==> config.mk <==
export PLATFORM = sky130hd
export DESIGN_NAME = integer_to_radix_digits_flat
export DESIGN_NICKNAME = d
export VERILOG_FILES = /design/src/itrd_pkg.sv /design/src/itrd_if.sv /design/src/itrd_cell.sv /design/src/integer_to_radix_digits.sv /design/src/flat_wrapper.sv
export SDC_FILE = /design/constraint.sdc
export NUM_CORES = 1
export LEC_CHECK = 0
export BUFFER_PORTS_ARGS = -buffer_cell sky130_fd_sc_hd__buf_2
export CAP_MARGIN = 5
export CELL_PAD_IN_SITES_DETAIL_PLACEMENT = 1
export CELL_PAD_IN_SITES_GLOBAL_PLACEMENT = 2
export CORE_UTILIZATION = 35
export CTS_BUF_LIST = sky130_fd_sc_hd__clkbuf_8 sky130_fd_sc_hd__clkbuf_16
export CTS_CLUSTER_DIAMETER = 150
export DETAILED_ROUTE_END_ITERATION = 10
export PLACE_DENSITY = 0.72
export SLEW_MARGIN = 40
export SYNTH_ARGS = -nofsm -noshare
export SYNTH_HDL_FRONTEND = slang
export SYNTH_SLANG_ARGS = --single-unit
==> constraint.sdc <==
create_clock -name clk -period 15.1 [get_ports clk]
set_input_delay 1.51 -clock clk [delete_from_list [all_inputs] [get_ports clk]]
set_output_delay 1.51 -clock clk [all_outputs]
set_load 0.01 [all_outputs]
==> src/itrd_pkg.sv <==
// ----------------------------------------------------------------------------
// itrd_pkg
// Shared types, constants and helper functions for the radix digit converter.
// ----------------------------------------------------------------------------
package itrd_pkg;

  localparam int VALUE_BITS_DEF = 32;
  localparam int MAX_DIGITS_DEF = 32;

  localparam int RADIX_W    = 6;
  localparam int CHAR_W     = 7;
  localparam int CFG_ADDR_W = 3;
  localparam int CFG_DATA_W = 32;

  // register index, taken from paddr above the byte offset
  localparam logic [CFG_ADDR_W-3:0] REG_RADIX = '0;

  localparam logic [RADIX_W-1:0] RADIX_RESET = 6'd10;
  localparam logic [RADIX_W-1:0] RADIX_MIN   = 6'd2;
  localparam logic [RADIX_W-1:0] RADIX_MAX   = 6'd36;
  localparam logic [RADIX_W-1:0] DIGIT_TOP   = 6'd35;
  localparam logic [RADIX_W-1:0] DIGIT_TEN   = 6'd10;

  localparam logic [CHAR_W-1:0] ASCII_ZERO     = 7'h30;
  localparam logic [CHAR_W-1:0] ASCII_A_MINUS10 = 7'h57;

  typedef enum logic [1:0] {
    ST_IDLE,
    ST_CONV,
    ST_EMIT
  } itrd_state_t;

  // control broadcast to every cell of the digit row
  typedef struct packed {
    logic clear;
    logic shift;
  } itrd_cell_ctl_t;

  function automatic logic [RADIX_W-1:0] clamp_radix(input logic [RADIX_W-1:0] r);
    logic [RADIX_W-1:0] res;
    res = r;
    if (r < RADIX_MIN) res = RADIX_MIN;
    if (r > RADIX_MAX) res = RADIX_MAX;
    return res;
  endfunction

  function automatic logic [CHAR_W-1:0] digit_to_ascii(input logic [RADIX_W-1:0] d);
    logic [RADIX_W-1:0] dc;
    dc = (d > DIGIT_TOP) ? DIGIT_TOP : d;
    if (dc < DIGIT_TEN) return ASCII_ZERO + {1'b0, dc};
    return ASCII_A_MINUS10 + {1'b0, dc};
  endfunction

endpackage

==> src/itrd_if.sv <==
// ----------------------------------------------------------------------------
// itrd_in_if / itrd_out_if
// Valid/ready channels for input values and output digit beats.
// ----------------------------------------------------------------------------
interface itrd_in_if #(parameter int VALUE_BITS = 32);
  logic                  valid;
  logic                  ready;
  logic [VALUE_BITS-1:0] value;

  modport source (output valid, output value, input ready);
  modport sink   (input valid, input value, output ready);
endinterface

interface itrd_out_if;
  logic       valid;
  logic       ready;
  logic [6:0] digit_char;
  logic       last_digit;

  modport source (output valid, output digit_char, output last_digit, input ready);
  modport sink   (input valid, input digit_char, input last_digit, output ready);
endinterface

==> src/itrd_cell.sv <==
// ----------------------------------------------------------------------------
// itrd_cell
// One digit of the conversion row: doubles its digit and adds the carry from
// the lower neighbor, reducing mod radix; shifts digits upward for readout.
// ----------------------------------------------------------------------------
module itrd_cell (
  input  logic                   clk,
  input  logic                   rst_n,
  input  logic [5:0]             radix,
  input  itrd_pkg::itrd_cell_ctl_t ctl,
  input  logic                   act_in,
  input  logic                   carry_in,
  input  logic [5:0]             digit_in,
  output logic                   act_out,
  output logic                   carry_out,
  output logic [5:0]             digit_out
);
  import itrd_pkg::*;

  logic [5:0] digit_r;
  logic       act_r;
  logic       carry_r;
  logic [6:0] sum;
  logic [6:0] diff;
  logic       ge;

  assign sum  = {digit_r, 1'b0} + {6'd0, carry_in};
  assign ge   = (sum >= {1'b0, radix});
  assign diff = sum - {1'b0, radix};

  always_ff @(posedge clk) begin
    if (!rst_n) begin
      act_r   <= 1'b0;
      carry_r <= 1'b0;
    end else begin
      act_r   <= act_in & ~ctl.clear;
      carry_r <= act_in & ge & ~ctl.clear;
    end
  end

  always_ff @(posedge clk) begin
    if (ctl.clear) begin
      digit_r <= '0;
    end else if (ctl.shift) begin
      digit_r <= digit_in;
    end else if (act_in) begin
      digit_r <= ge ? diff[5:0] : sum[5:0];
    end
  end

  assign act_out   = act_r;
  assign carry_out = carry_r;
  assign digit_out = digit_r;

endmodule

==> src/integer_to_radix_digits.sv <==
// ----------------------------------------------------------------------------
// integer_to_radix_digits
// Converts an unsigned value into base-2..36 ASCII digits, MSD first.
// ----------------------------------------------------------------------------
// The value is shifted MSB first into a row of MAX_DIGITS digit cells; each
// cell doubles its digit and passes a registered carry to the next cell, so
// the row runs skewed, each cell a register behind the one below. The digits
// are then shifted out of the top cell one per cycle while the output is not
// stalled: leading zeros are dropped without a beat, then one beat per digit.
// A new value is taken while the final digit beat still waits at the output.
// Radix values outside 2..36 are clamped; values needing more than
// MAX_DIGITS digits give their low MAX_DIGITS digits.
module integer_to_radix_digits #(
  parameter int VALUE_BITS = itrd_pkg::VALUE_BITS_DEF,
  parameter int MAX_DIGITS = itrd_pkg::MAX_DIGITS_DEF
) (
  input  logic                             clk,
  input  logic                             rst_n,
  itrd_in_if.sink                          in_ch,
  itrd_out_if.source                       out_ch,
  input  logic                             psel,
  input  logic                             penable,
  input  logic                             pwrite,
  input  logic [itrd_pkg::CFG_ADDR_W-1:0]  paddr,
  input  logic [itrd_pkg::CFG_DATA_W-1:0]  pwdata,
  output logic [itrd_pkg::CFG_DATA_W-1:0]  prdata,
  output logic                             pready
);
  import itrd_pkg::*;

  localparam int CW = $clog2(VALUE_BITS + MAX_DIGITS);
  localparam int NW = $clog2(MAX_DIGITS + 1);
  localparam logic [CW-1:0] FEED_END = CW'(VALUE_BITS);
  localparam logic [CW-1:0] CONV_END = CW'(VALUE_BITS + MAX_DIGITS - 1);
  localparam logic [NW-1:0] NDIG_ALL = NW'(MAX_DIGITS);
  localparam logic [NW-1:0] NDIG_ONE = NW'(1);

  itrd_state_t            state_r, state_nxt;
  logic [CW-1:0]          cnt_r, cnt_nxt;
  logic [VALUE_BITS-1:0]  val_r, val_nxt;
  logic                   ovf_r, ovf_nxt;
  logic                   sig_r, sig_nxt;
  logic [NW-1:0]          ndig_r, ndig_nxt;
  logic                   out_valid_r, out_valid_nxt;
  logic [CHAR_W-1:0]      out_char_r, out_char_nxt;
  logic                   out_last_r, out_last_nxt;
  logic [RADIX_W-1:0]     radix_r;

  itrd_cell_ctl_t         ctl;
  logic                   feed_act;
  logic [RADIX_W-1:0]     eff_radix;
  logic                   cfg_wr;
  logic                   reg_hit;

  logic                   act_w   [MAX_DIGITS];
  logic                   carry_w [MAX_DIGITS];
  logic [RADIX_W-1:0]     digit_w [MAX_DIGITS];

  // ---- configuration port
  assign reg_hit = (paddr[CFG_ADDR_W-1:2] == REG_RADIX);
  assign cfg_wr  = psel & penable & pwrite & reg_hit;
  assign pready  = 1'b1;
  assign prdata  = reg_hit ? {{(CFG_DATA_W-RADIX_W){1'b0}}, radix_r} : '0;

  always_ff @(posedge clk) begin
    if (!rst_n) begin
      radix_r <= RADIX_RESET;
    end else if (cfg_wr) begin
      radix_r <= pwdata[RADIX_W-1:0];
    end
  end

  assign eff_radix = clamp_radix(radix_r);

  // ---- digit row
  assign feed_act = (state_r == ST_CONV) && (cnt_r < FEED_END);

  for (genvar k = 0; k < MAX_DIGITS; k++) begin : g_cell
    logic                act_in_k;
    logic                carry_in_k;
    logic [RADIX_W-1:0]  digit_in_k;
    if (k == 0) begin : g_first
      assign act_in_k   = feed_act;
      assign carry_in_k = val_r[VALUE_BITS-1];
      assign digit_in_k = '0;
    end else begin : g_next
      assign act_in_k   = act_w[k-1];
      assign carry_in_k = carry_w[k-1];
      assign digit_in_k = digit_w[k-1];
    end
    itrd_cell u_cell (
      .clk       (clk),
      .rst_n     (rst_n),
      .radix     (eff_radix),
      .ctl       (ctl),
      .act_in    (act_in_k),
      .carry_in  (carry_in_k),
      .digit_in  (digit_in_k),
      .act_out   (act_w[k]),
      .carry_out (carry_w[k]),
      .digit_out (digit_w[k])
    );
  end

  // ---- control
  always_ff @(posedge clk) begin
    if (!rst_n) begin
      state_r     <= ST_IDLE;
      cnt_r       <= '0;
      ovf_r       <= 1'b0;
      sig_r       <= 1'b0;
      ndig_r      <= '0;
      out_valid_r <= 1'b0;
    end else begin
      state_r     <= state_nxt;
      cnt_r       <= cnt_nxt;
      ovf_r       <= ovf_nxt;
      sig_r       <= sig_nxt;
      ndig_r      <= ndig_nxt;
      out_valid_r <= out_valid_nxt;
    end
  end

  always_ff @(posedge clk) begin
    val_r      <= val_nxt;
    out_char_r <= out_char_nxt;
    out_last_r <= out_last_nxt;
  end

  always_comb begin
    state_nxt     = state_r;
    cnt_nxt       = cnt_r;
    val_nxt       = val_r;
    ovf_nxt       = ovf_r;
    sig_nxt       = sig_r;
    ndig_nxt      = ndig_r;
    out_valid_nxt = out_valid_r;
    out_char_nxt  = out_char_r;
    out_last_nxt  = out_last_r;
    ctl           = '0;

    if (out_valid_r && out_ch.ready) out_valid_nxt = 1'b0;

    case (state_r)
      ST_IDLE: begin
        if (in_ch.valid) begin
          val_nxt   = in_ch.value;
          cnt_nxt   = '0;
          ovf_nxt   = 1'b0;
          sig_nxt   = 1'b0;
          ndig_nxt  = NDIG_ALL;
          ctl.clear = 1'b1;
          state_nxt = ST_CONV;
        end
      end
      ST_CONV: begin
        cnt_nxt = cnt_r + CW'(1);
        if (feed_act) val_nxt = {val_r[VALUE_BITS-2:0], 1'b0};
        // carry out of the top cell means digits were dropped
        ovf_nxt = ovf_r | (act_w[MAX_DIGITS-1] & carry_w[MAX_DIGITS-1]);
        if (cnt_r == CONV_END) state_nxt = ST_EMIT;
      end
      ST_EMIT: begin
        if (!sig_r && !ovf_r && (digit_w[MAX_DIGITS-1] == '0) && (ndig_r != NDIG_ONE)) begin
          ctl.shift = 1'b1;
          ndig_nxt  = ndig_r - NW'(1);
        end else if (!out_valid_r || out_ch.ready) begin
          out_valid_nxt = 1'b1;
          out_char_nxt  = digit_to_ascii(digit_w[MAX_DIGITS-1]);
          out_last_nxt  = (ndig_r == NDIG_ONE);
          ctl.shift     = 1'b1;
          sig_nxt       = 1'b1;
          ndig_nxt      = ndig_r - NW'(1);
          if (ndig_r == NDIG_ONE) state_nxt = ST_IDLE;
        end
      end
      default: begin
        state_nxt = ST_IDLE;
      end
    endcase
  end

  assign in_ch.ready       = (state_r == ST_IDLE);
  assign out_ch.valid      = out_valid_r;
  assign out_ch.digit_char = out_char_r;
  assign out_ch.last_digit = out_last_r;

endmodule

==> src/flat_wrapper.sv <==
// flat-port wrapper written by rule: the top's interface ports become plain ports
module integer_to_radix_digits_flat import itrd_pkg::*;
#(
  parameter int VALUE_BITS = itrd_pkg::VALUE_BITS_DEF,
  parameter int MAX_DIGITS = itrd_pkg::MAX_DIGITS_DEF
)
  (clk, rst_n, psel, penable, pwrite, paddr, pwdata, prdata, pready, in_ch_valid, in_ch_value, in_ch_ready, out_ch_valid, out_ch_digit_char, out_ch_last_digit, out_ch_ready);
  itrd_in_if #(.VALUE_BITS(VALUE_BITS)) in_ch_i ();
  itrd_out_if out_ch_i ();
  input  logic clk;
  input  logic rst_n;
  input  logic psel;
  input  logic penable;
  input  logic pwrite;
  input  logic [itrd_pkg::CFG_ADDR_W-1:0] paddr;
  input  logic [itrd_pkg::CFG_DATA_W-1:0] pwdata;
  output logic [itrd_pkg::CFG_DATA_W-1:0] prdata;
  output logic pready;
  input wire logic [$bits(in_ch_i.valid)-1:0] in_ch_valid;
  input wire logic [$bits(in_ch_i.value)-1:0] in_ch_value;
  output wire logic [$bits(in_ch_i.ready)-1:0] in_ch_ready;
  output wire logic [$bits(out_ch_i.valid)-1:0] out_ch_valid;
  output wire logic [$bits(out_ch_i.digit_char)-1:0] out_ch_digit_char;
  output wire logic [$bits(out_ch_i.last_digit)-1:0] out_ch_last_digit;
  input wire logic [$bits(out_ch_i.ready)-1:0] out_ch_ready;
  assign in_ch_i.valid = in_ch_valid;
  assign in_ch_i.value = in_ch_value;
  assign in_ch_ready = in_ch_i.ready;
  assign out_ch_valid = out_ch_i.valid;
  assign out_ch_digit_char = out_ch_i.digit_char;
  assign out_ch_last_digit = out_ch_i.last_digit;
  assign out_ch_i.ready = out_ch_ready;
  integer_to_radix_digits #(.VALUE_BITS(VALUE_BITS), .MAX_DIGITS(MAX_DIGITS)) u_core (.clk(clk), .rst_n(rst_n), .in_ch(in_ch_i), .out_ch(out_ch_i), .psel(psel), .penable(penable), .pwrite(pwrite), .paddr(paddr), .pwdata(pwdata), .prdata(prdata), .pready(pready));
endmodule
==> flow_metrics.tcl, run 1 <==
set metrics [dict create \
    syn_area_mm2 0.0235 \
    critPathTopFamily "buffers and inverters" \
    sw_frac_of_total_pct 27.1 \
    grt_pass1_vias 20500 \
    setup_viol 0 \
    yosysSeqAreaShare_pct 28.9 \
    drc_errors 0 \
    power_switching_mw 0.563 \
    synthTopCellsByArea "dfxtp_1, ha_1, mux2i_1, a21oi_1, edfxtp_1" \
    nNetsFinal 3043 \
    cts_buffer_depth 3 \
    gp_congestion 0.780 \
    grt_pass1_wl_mm 110 \
    wl_mm 67.3 \
    syn_inst 2672 \
    crit_fanout 39 \
    die_h_um 261 \
    worst_pin_slew_ns 0.837 \
    synth-seq-cells 319 \
    drive_gt1_share_pct 7.42 \
    power_leakage_nw 11.7 \
    antenna_found_initial 0 \
    fin_crit_ns 4.46 \
    synth_top_cell_area_share_pct 23.8 \
    h-tree-depth 2 \
    yosysMostFrequentCell "dfxtp_1" \
    dieArea_mm2 0.0681 \
    timing.slew.headroom_pct 44.2 \
    path_class "flop to flop" \
    critPathLaunchType "flop" \
    ios 117 \
    io_buffer_count 61 \
    cts_tree "done" \
    timing.final.crit_share_pct 29.5 \
    fmax_ghz 0.224 \
    wl_met3_mm 1.42 \
    chipWidth_um 261 \
    drt-met1-wl_mm 31.8 \
    synth.distinct_cells 72 \
    ys.flop_type "dfxtp_1" \
    p_clk_share_pct 45.3 \
    drtAntennaViolNets 0 \
    coreArea_mm2 0.0661 \
    hold_viol 0 \
    critPathCaptureType "flop" \
    dp_hpwl_mm 43.6 \
    cts_root_buf "clkbuf_16" \
    vias 19500 \
    p_per_area_mw_per_mm2 80.6 \
    outcome "completed" \
    fin_tns_setup_ns 0 \
    synth_edf_count 40 \
    async_flop_share_pct 0 \
    cp_slowest_stage_delay_ns 0.64 \
    wl_met2_mm 32.7 \
    crit_arrival_ns 4.90 \
    cts-buffers-inserted 41 \
    path_clk_slew_ns 0.06 \
    grt_overflow_total 0 \
    rows 94 \
    yosys-top-cells-count "dfxtp_1, a21oi_1, ha_1" \
    first_pass_iters 4 \
    post-cts-setup-buffers 0 \
    avgSynthCellArea_um2 8.78 \
    drv_cap 0 \
    start_util_pct 35.5 \
    grt_usage_pct 19.9 \
    dpl_cell_area_mm2 0.0245 \
    slew_violations 0 \
    yosysTopAreaCell "dfxtp_1" \
    top_layer_used "met4" \
    power_frac_seq_pct 43.2 \
    insertion_delay_ns 0.57 \
    postCtsHoldBufs 0 \
    hold_path_class "flop to flop" \
    fin_worst_skew_ns 0.0233 \
    crit_chain "or2_2, nor2_1, nand2_1, nand2_1, o21ai_4, buf_4, buf_4, inv_2, buf_4, fa_1, inv_1, a21o_1, a21oi_1, xor2_1, o211ai_1, a22o_1" \
    vias_per_cell 5.45 \
    wl_per_cell_um 18.8 \
    fin_area_mm2 0.0257 \
    ir_worst_vdd_uv 81.4 \
    holdWs_ns 0.478 \
    regToRegSetupSlack_ns 10.64 \
    cpMostUsedCell "buf_4" \
    p_int_mw 1.51 \
    cts_sinks 319 \
    areaGrowthSynthToFinish_pct 9.69 \
    cts_resized 0 \
    first_iter_violations 651 \
    grt_max_degree 139 \
    yosys_warnings 0 \
    combPwrFrac_pct 11.5 \
    critPathSlowestCell "buf_4" \
    grt_setup_unrepaired "no" \
    crit_buf_inv 5 \
    required_ns 15.54 \
]
## stage by stage
stage / setup WS (ns) / total power [mW] / instances / util (%)
floorplan: 6.19 / 1.09 / 2698 / -
global placement: 10.24 / 1.14 / 3499 / 37.0
detailed placement: 10.46 / 1.15 / 3500 / 37.0
CTS: 10.55 / 2.11 / 3573 / 38.9
global route: 10.30 / 2.17 / 3573 / 38.9
finish: 10.64 / 2.07 / 3574 / 39.0
## cell type report
| cell class | instances | area, um2 |
|---|---|---|
| clock inverters | 28 | 163 |
| repair buffers | 81 | 479 |
| diodes | 1 | 2.50 |
| well taps | 864 | 1080 |
| inverters | 117 | 439 |
| multi-input cells | 2119 | 15700 |
| clock buffers | 45 | 1100 |
| fillers | 7749 | 40400 |
| flip-flops and latches | 319 | 6790 |
## layer usage
metal  up-vias  GRT usage, %
li1       9670             -
met1      9565          25.8
met2       167          34.9
met3        83          2.26
met4         0          5.26
met5         -             0
## cell families after synthesis
kind of cell             after synthesis  synth area share [%]
flip-flops                           319                  28.9
adder cells (fa/ha/maj)              291                  16.5
XOR/XNOR                             103                  3.84
AND/OR/NAND/NOR                      682                  14.0
buffers and inverters                260                  5.05
other                                  2                0.0320
AO/OA/AOI/OAI                        824                  23.5
multiplexers                         191                  8.15
## cells in the final DEF (no fill, tap or decap), drive strengths merged, types with 31 or more instances in the layout
cell type    n
mux2i      191
nand2b      56
clkbuf      45
and3        34
o211ai     108
a21oi      263
nor2       153
nand3       53
dfxtp      279
xnor2       45
nand2      234
xor2        58
a21o        98
nor2b       49
ha         258
inv        129
o21ai      161
a31oi       31
buf         81
fa          32
edfxtp      40
## sequential cells by signal (all words and copies together), names as in the netlist, 2 cells and up
register and count:
u_core.g_cell.u_cell.act_out 32, u_core.val_r 32, u_core.radix_r 6, u_core.state_r 2, u_core.cnt_r 6, u_core.ndig_r 6
u_core.g_cell.u_cell.carry_out 32, u_core.out_ch.digit_char 7, u_core.g_cell.u_cell.digit_out 192
## power by group through the flow
stage	sequential (mW)	combinational, mW	clock (mW)
global route	0.899	0.268	1.01
global placement	0.914	0.231	0
floorplan	0.908	0.178	0
CTS	0.896	0.241	0.976
finish	0.896	0.238	0.940
detailed placement	0.914	0.240	0
## worst paths after layout
kind                                               end         startpoint  depth (start not counted)
setup / recovery  u_core.g_cell[9].u_cell.digit_out[4]  u_core.radix_r[3]                         16
hold / removal                         u_core.cnt_r[3]    u_core.cnt_r[3]                          1
setup reg to reg  u_core.g_cell[9].u_cell.digit_out[4]  u_core.radix_r[3]                         16
hold reg to reg                        u_core.cnt_r[3]    u_core.cnt_r[3]                          1
(Power assumes the default switching activity.)
==> run 2: changes to the inputs <==
clock period = 4.2 ns   (was 15.1 ns; I/O delays follow)
==> run 2 against run 1 <==
Against the previous run: cell area up 1.8%; critical path depth down 6; hold slack worse by 0.42 ns; clock-buffer cell count up 9; power rose to 3.8 times the previous value; final cell count up 0.90%; worst setup slack worse by 10 ns; clock skew down 0.0070 ns; critical path type unchanged; largest cell class unchanged; largest power group unchanged; highest routed layer unchanged.
==> flow_metrics.tcl, run 2 (synthesized netlist as in run 1, its figures left out) <==
set metrics [dict create \
    gp_congestion 0.793 \
    critPathTopFamily "compound AO/OA/AOI/OAI gates" \
    fin_cells 3606 \
    cts_tree "done" \
    dp_hpwl_mm 46.7 \
    critPathSlowestCell "o211a_4" \
    required_ns 4.68 \
    timing.slew.headroom_pct 47.2 \
    crit_arrival_ns 4.31 \
    post-cts-setup-buffers 0 \
    p_per_area_mw_per_mm2 299 \
    grt_usage_pct 20.2 \
    ios 117 \
    outcome "completed" \
    min_from "pwdata[1]" \
    hold_end "u_core.radix_r[1]" \
    ir_worst_vdd_uv 229 \
    min_path_cells 3 \
    cp_slowest_stage_delay_ns 0.67 \
    regToRegSetupSlack_ns 0.37 \
    vias 19700 \
    first_iter_violations 653 \
    rr_worst_depth 10 \
    critPathLaunchType "flop" \
    nNetsFinal 3070 \
    cts_root_buf "clkbuf_16" \
    wl_per_cell_um 19.0 \
    io_buffer_count 61 \
    crit_fanout 30 \
    largest_reg_flops 192 \
    hold_viol 0 \
    fin_tns_setup_ns 0 \
    cts_sinks 319 \
    drtAntennaViolNets 0 \
    fin_worst_skew_ns 0.0163 \
    r2r-start "u_core.radix_r[3]" \
    power_leakage_nw 12.0 \
    postCtsHoldBufs 0 \
    first_pass_iters 4 \
    start_util_pct 35.5 \
    timing.final.crit_share_pct 91.2 \
    fmax_ghz 0.261 \
    wl_mm 68.5 \
    mostFrequentLayoutCell "dfxtp_1" \
    insertion_delay_ns 0.58 \
    cp-startpoint "u_core.radix_r[3]" \
    crit_buf_inv 1 \
    grt_pass1_vias 21000 \
    path_clk_slew_ns 0.06 \
    hold_path_class "input pin to flop" \
    critPathCaptureType "flop" \
    crit_chain "or2_2, nor2_1, o211a_4, buf_4, ha_1, a2111oi_0, o21ai_2, o21ai_0, a31oi_1, o31ai_1" \
    drv_cap 0 \
    drive_gt1_share_pct 8.54 \
    die_h_um 261 \
    coreArea_mm2 0.0661 \
    h-tree-depth 2 \
    setup_viol 0 \
    post-route-util_pct 39.7 \
    final_cell_mix "dfxtp_1, a21oi_1, ha_1" \
    cts_buffer_depth 3 \
    chipWidth_um 261 \
    slew_violations 0 \
    grt_overflow_total 0 \
    power_mw 7.84 \
    antenna_found_initial 0 \
    areaGrowthSynthToFinish_pct 11.7 \
    numPlacedInstances 3525 \
    dieArea_mm2 0.0681 \
    drc_errors 0 \
    grt_pass1_wl_mm 112 \
    rows 94 \
    worst_pin_slew_ns 0.788 \
    r2r_end "u_core.g_cell[21].u_cell.digit_out[5]" \
    grt_max_degree 93 \
    grt_setup_unrepaired "no" \
    path_class "flop to flop" \
    cts-buffers-inserted 43 \
    vias_per_cell 5.46 \
    fin_crit_ns 3.83 \
    cts_resized 0 \
    holdWs_ns 0.0551 \
]
run 2: cell count changes in the layout (fill, tap and decap cells not counted), moves of 2 or more:
cell	previous run	this run
buf_4	17	33
clkbuf_8	2	10
bufinv_16	1	3
clkinvlp_4	4	1
buf_12	1	10
run 2: worst max path at each step:
| stage | cells after the start | end | slack (ns) |
|---|---|---|---|
| 6_report | 10 | u_core.g_cell[21].u_cell.digit_out[5] | 0.37 |
| 5_1_grt | 10 | u_core.g_cell[21].u_cell.digit_out[5] | 0.06 |
| 4_1_cts | 10 | u_core.g_cell[21].u_cell.digit_out[5] | 0.29 |
| 3_5_place_dp | 10 | u_core.g_cell[21].u_cell.digit_out[5] | 0.34 |
| 3_3_place_gp | 11 | u_core.g_cell[21].u_cell.digit_out[5] | 0.31 |
| 2_1_floorplan | 11 | u_core.g_cell[8].u_cell.digit_out[4] | 0.07 |
run 2: final cells by class:
class | count | area, um2
Fill cell | 7671 | 39900
Multi-Input combinational cell | 2119 | 15700
Sequential cell | 319 | 6790
Clock buffer | 54 | 1240
Tap cell | 864 | 1080
Timing Repair Buffer | 106 | 783
Inverter | 117 | 439
Clock inverter | 26 | 208
Antenna cell | 1 | 2.50
run 2: layer usage:
metal  global-route usage, %  share of wire [%]
met1                    26.0                 47
met2                    35.7                 49
met3                    2.82                2.4
met4                    4.24                1.6
met5                       0                  0
run 2: stage by stage:
stage,area [um2],worst slack [ns]
floorplan,23600,0.0728
global placement,24700,0.307
detailed placement,24800,0.338
CTS,26200,0.290
global route,26200,0.0598
finish,26200,0.371
run 2: where the power goes:
group / leakage [nW] / internal [mW] / total [mW] / switching, mW
registers: 2.65 / 3.17 / 3.22 / 0.0519
logic: 8.60 / 0.340 / 0.874 / 0.534
clock network: 0.760 / 2.26 / 3.75 / 1.49
total: 12.0 / 5.77 / 7.84 / 2.07
run 2: tightest hold or removal path, delay by kind of cell:
kind / cells / cell delay (ns)
simple gates: 1 / 0.06
buf+inv: 1 / 0.07
mux: 1 / 0.05
==> run 3: changes to the inputs <==
ABC_AREA = 1   (was default)
PLACE_DENSITY = 0.8   (was 0.72)
==> run 3 against run 2 <==
Against the previous run: worst setup slack improved by 0.23 ns; fmax rose by 6.4%; critical path type unchanged; critical path depth rose by 4; combinational power rose by 110%; clock-buffer cell count fell by 2; largest power group unchanged; register-to-register slack improved by 0.23 ns; flip-flop and latch count did not move; clock power rose by 13%; routed wire length rose by 24%; highest routed layer unchanged; core utilization fell by 0.17 points; synthesized cell count rose by 60%; global-route usage rose by 1.8 points.
==> flow_metrics.tcl, run 3 <==
set metrics [dict create \
    outcome "completed" \
    fin_crit_ns 3.60 \
    yosysSeqAreaShare_pct 25.2 \
    ys.flop_type "dfxtp_1" \
    crit_fanout 36 \
    p_per_area_mw_per_mm2 314 \
    areaGrowthSynthToFinish_pct 11.5 \
    cp-startpoint "u_core.radix_r[5]" \
    grt_usage_pct 22.0 \
    vias 27000 \
    drc_errors 0 \
    chipWidth_um 279 \
    die_h_um 279 \
    required_ns 4.70 \
    setup_viol 0 \
    largest_reg_flops 192 \
    wl_mm 85.2 \
    cts-buffers-inserted 46 \
    critPathSlowestCell "clkinvlp_4" \
    final_cell_mix "nand2_1, inv_1, nand4_1" \
    post-cts-setup-buffers 0 \
    yosysTopAreaCell "dfxtp_1" \
    antenna_found_initial 0 \
    first_iter_violations 907 \
    yosys-top-cells-count "nand2_1, inv_1, nand4_1" \
    worst_pin_slew_ns 0.865 \
    cts_root_buf "clkbuf_16" \
    timing.slew.headroom_pct 42.3 \
    drive_gt1_share_pct 5.09 \
    combPwrFrac_pct 19.5 \
    fmax_ghz 0.278 \
    cp_slowest_stage_delay_ns 0.37 \
    hold_viol 0 \
    path_clk_slew_ns 0.06 \
    io_buffer_count 61 \
    vias_per_cell 5.02 \
    mostFrequentLayoutCell "nand2_1" \
    yosys_warnings 0 \
    ios 117 \
    path_class "flop to flop" \
    p_clk_share_pct 45.0 \
    synth-seq-cells 319 \
    grt_setup_unrepaired "no" \
    r2r-start "u_core.radix_r[5]" \
    diodes 0 \
    async_flop_share_pct 0 \
    dieArea_mm2 0.0781 \
    rows 101 \
    insertion_delay_ns 0.59 \
    fin_worst_skew_ns 0.0234 \
    power_frac_seq_pct 35.5 \
    grt_pass1_wl_mm 143 \
    fin_area_mm2 0.0300 \
    critPathLaunchType "flop" \
    drtAntennaViolNets 0 \
    p_int_mw 6.47 \
    synth_top_cell_area_share_pct 20.7 \
    syn_area_mm2 0.0269 \
    grt_overflow_total 0 \
    gp_congestion 0.826 \
    drv_cap 0 \
    h-tree-depth 2 \
    coreArea_mm2 0.0761 \
    power_mw 9.43 \
    ir_worst_vdd_uv 360 \
    sw_frac_of_total_pct 31.4 \
    power_leakage_nw 15.0 \
    holdWs_ns 0.0414 \
    critPathCaptureType "flop" \
    cts_sinks 319 \
    synthTopCellsByArea "dfxtp_1, nand2_1, ha_1, inv_1, nand4_1" \
    dpl_cell_area_mm2 0.0284 \
    syn_inst 4271 \
    grt_max_degree 106 \
    crit_chain "clkinvlp_4, buf_4, nand4_1, a21oi_4, clkinvlp_4, buf_12, ha_1, nand4_1, nor2_1, nor2_1, nand2_1, nand2_1, nand3_1, a21oi_1" \
    grt_pass1_vias 27700 \
    first_pass_iters 4 \
    cts_tree "done" \
    cts_resized 0 \
    wl_per_cell_um 15.9 \
    numPlacedInstances 5289 \
    yosysMostFrequentCell "nand2_1" \
    postCtsHoldBufs 0 \
    cts_buffer_depth 3 \
    power_switching_mw 2.96 \
    synth.distinct_cells 38 \
    post-route-util_pct 39.5 \
    crit_arrival_ns 4.10 \
    avgSynthCellArea_um2 6.31 \
    crit_buf_inv 4 \
    fin_cells 5371 \
    critPathTopFamily "simple AND/OR/NAND/NOR gates" \
    hold_path_class "input pin to flop" \
    min_from "pwdata[1]" \
    dp_hpwl_mm 59.5 \
    slew_violations 0 \
    nNetsFinal 4671 \
    timing.final.crit_share_pct 85.7 \
    start_util_pct 35.4 \
    synth_edf_count 40 \
]
-- run 3: cell count changes in the layout (fill, tap and decap cells not counted), moves of 102 or more --
| cell | before | now |
|---|---|---|
| o211ai_1 | 107 | 5 |
| o21ai_0 | 148 | 21 |
| mux2i_1 | 191 | 0 |
| inv_1 | 126 | 701 |
| nand4_1 | 17 | 385 |
| nand2_1 | 231 | 1472 |
| nand3_1 | 53 | 337 |
-- run 3: through the flow --
stage	setup slack (ns)	TNS, ns
6_report	0.602	0
5_1_grt	0.243	0
4_1_cts	0.545	0
3_5_place_dp	0.604	0
3_3_place_gp	0.639	0
2_1_floorplan	-0.389	-71.46
-- run 3: cell type report --
cell class	count	area, um2
clock buffers	52	1260
clock inverters	30	378
fillers	10100	46000
inverters	696	2620
multi-input cells	3157	17000
flip-flops and latches	319	6790
well taps	1030	1290
repair buffers	87	689
-- run 3: cell families after synthesis --
family,share of synthesized area (%)
compound gates,5.57
fa+ha+maj,14.4
flops,25.2
other cells,0.0279
buf+inv,12.3
xor+xnor,1.33
simple gates,41.2
-- run 3: power by group through the flow --
stage | registers [mW] | logic (mW) | clock network (mW)
6_report | 3.35 | 1.84 | 4.24
5_1_grt | 3.36 | 2.10 | 4.47
4_1_cts | 3.35 | 1.87 | 4.36
3_5_place_dp | 3.41 | 1.86 | 0
3_3_place_gp | 3.41 | 1.80 | 0
2_1_floorplan | 3.37 | 1.37 | 0
-- run 3: tightest hold or removal path, cell delays in order --
cell,delay (ns)
buf_2,0.07
nand2_1,0.04
o211ai_1,0.06
-- run 3: metal layers --
layer / GRT usage, % / routed length (um)
met1: 28.9 / 41400
met2: 39.0 / 40800
met3: 1.88 / 1470
met4: 4.81 / 1620
met5: 0 / 0
-- run 3: worst paths after layout --
kind	slack (ns)	depth (start not counted)	end
max	0.60	14	u_core.g_cell[14].u_cell.digit_out[0]
min	0.04	3	u_core.radix_r[1]
max reg2reg	0.60	14	u_core.g_cell[14].u_cell.digit_out[0]
min reg2reg	0.47	1	u_core.cnt_r[5]
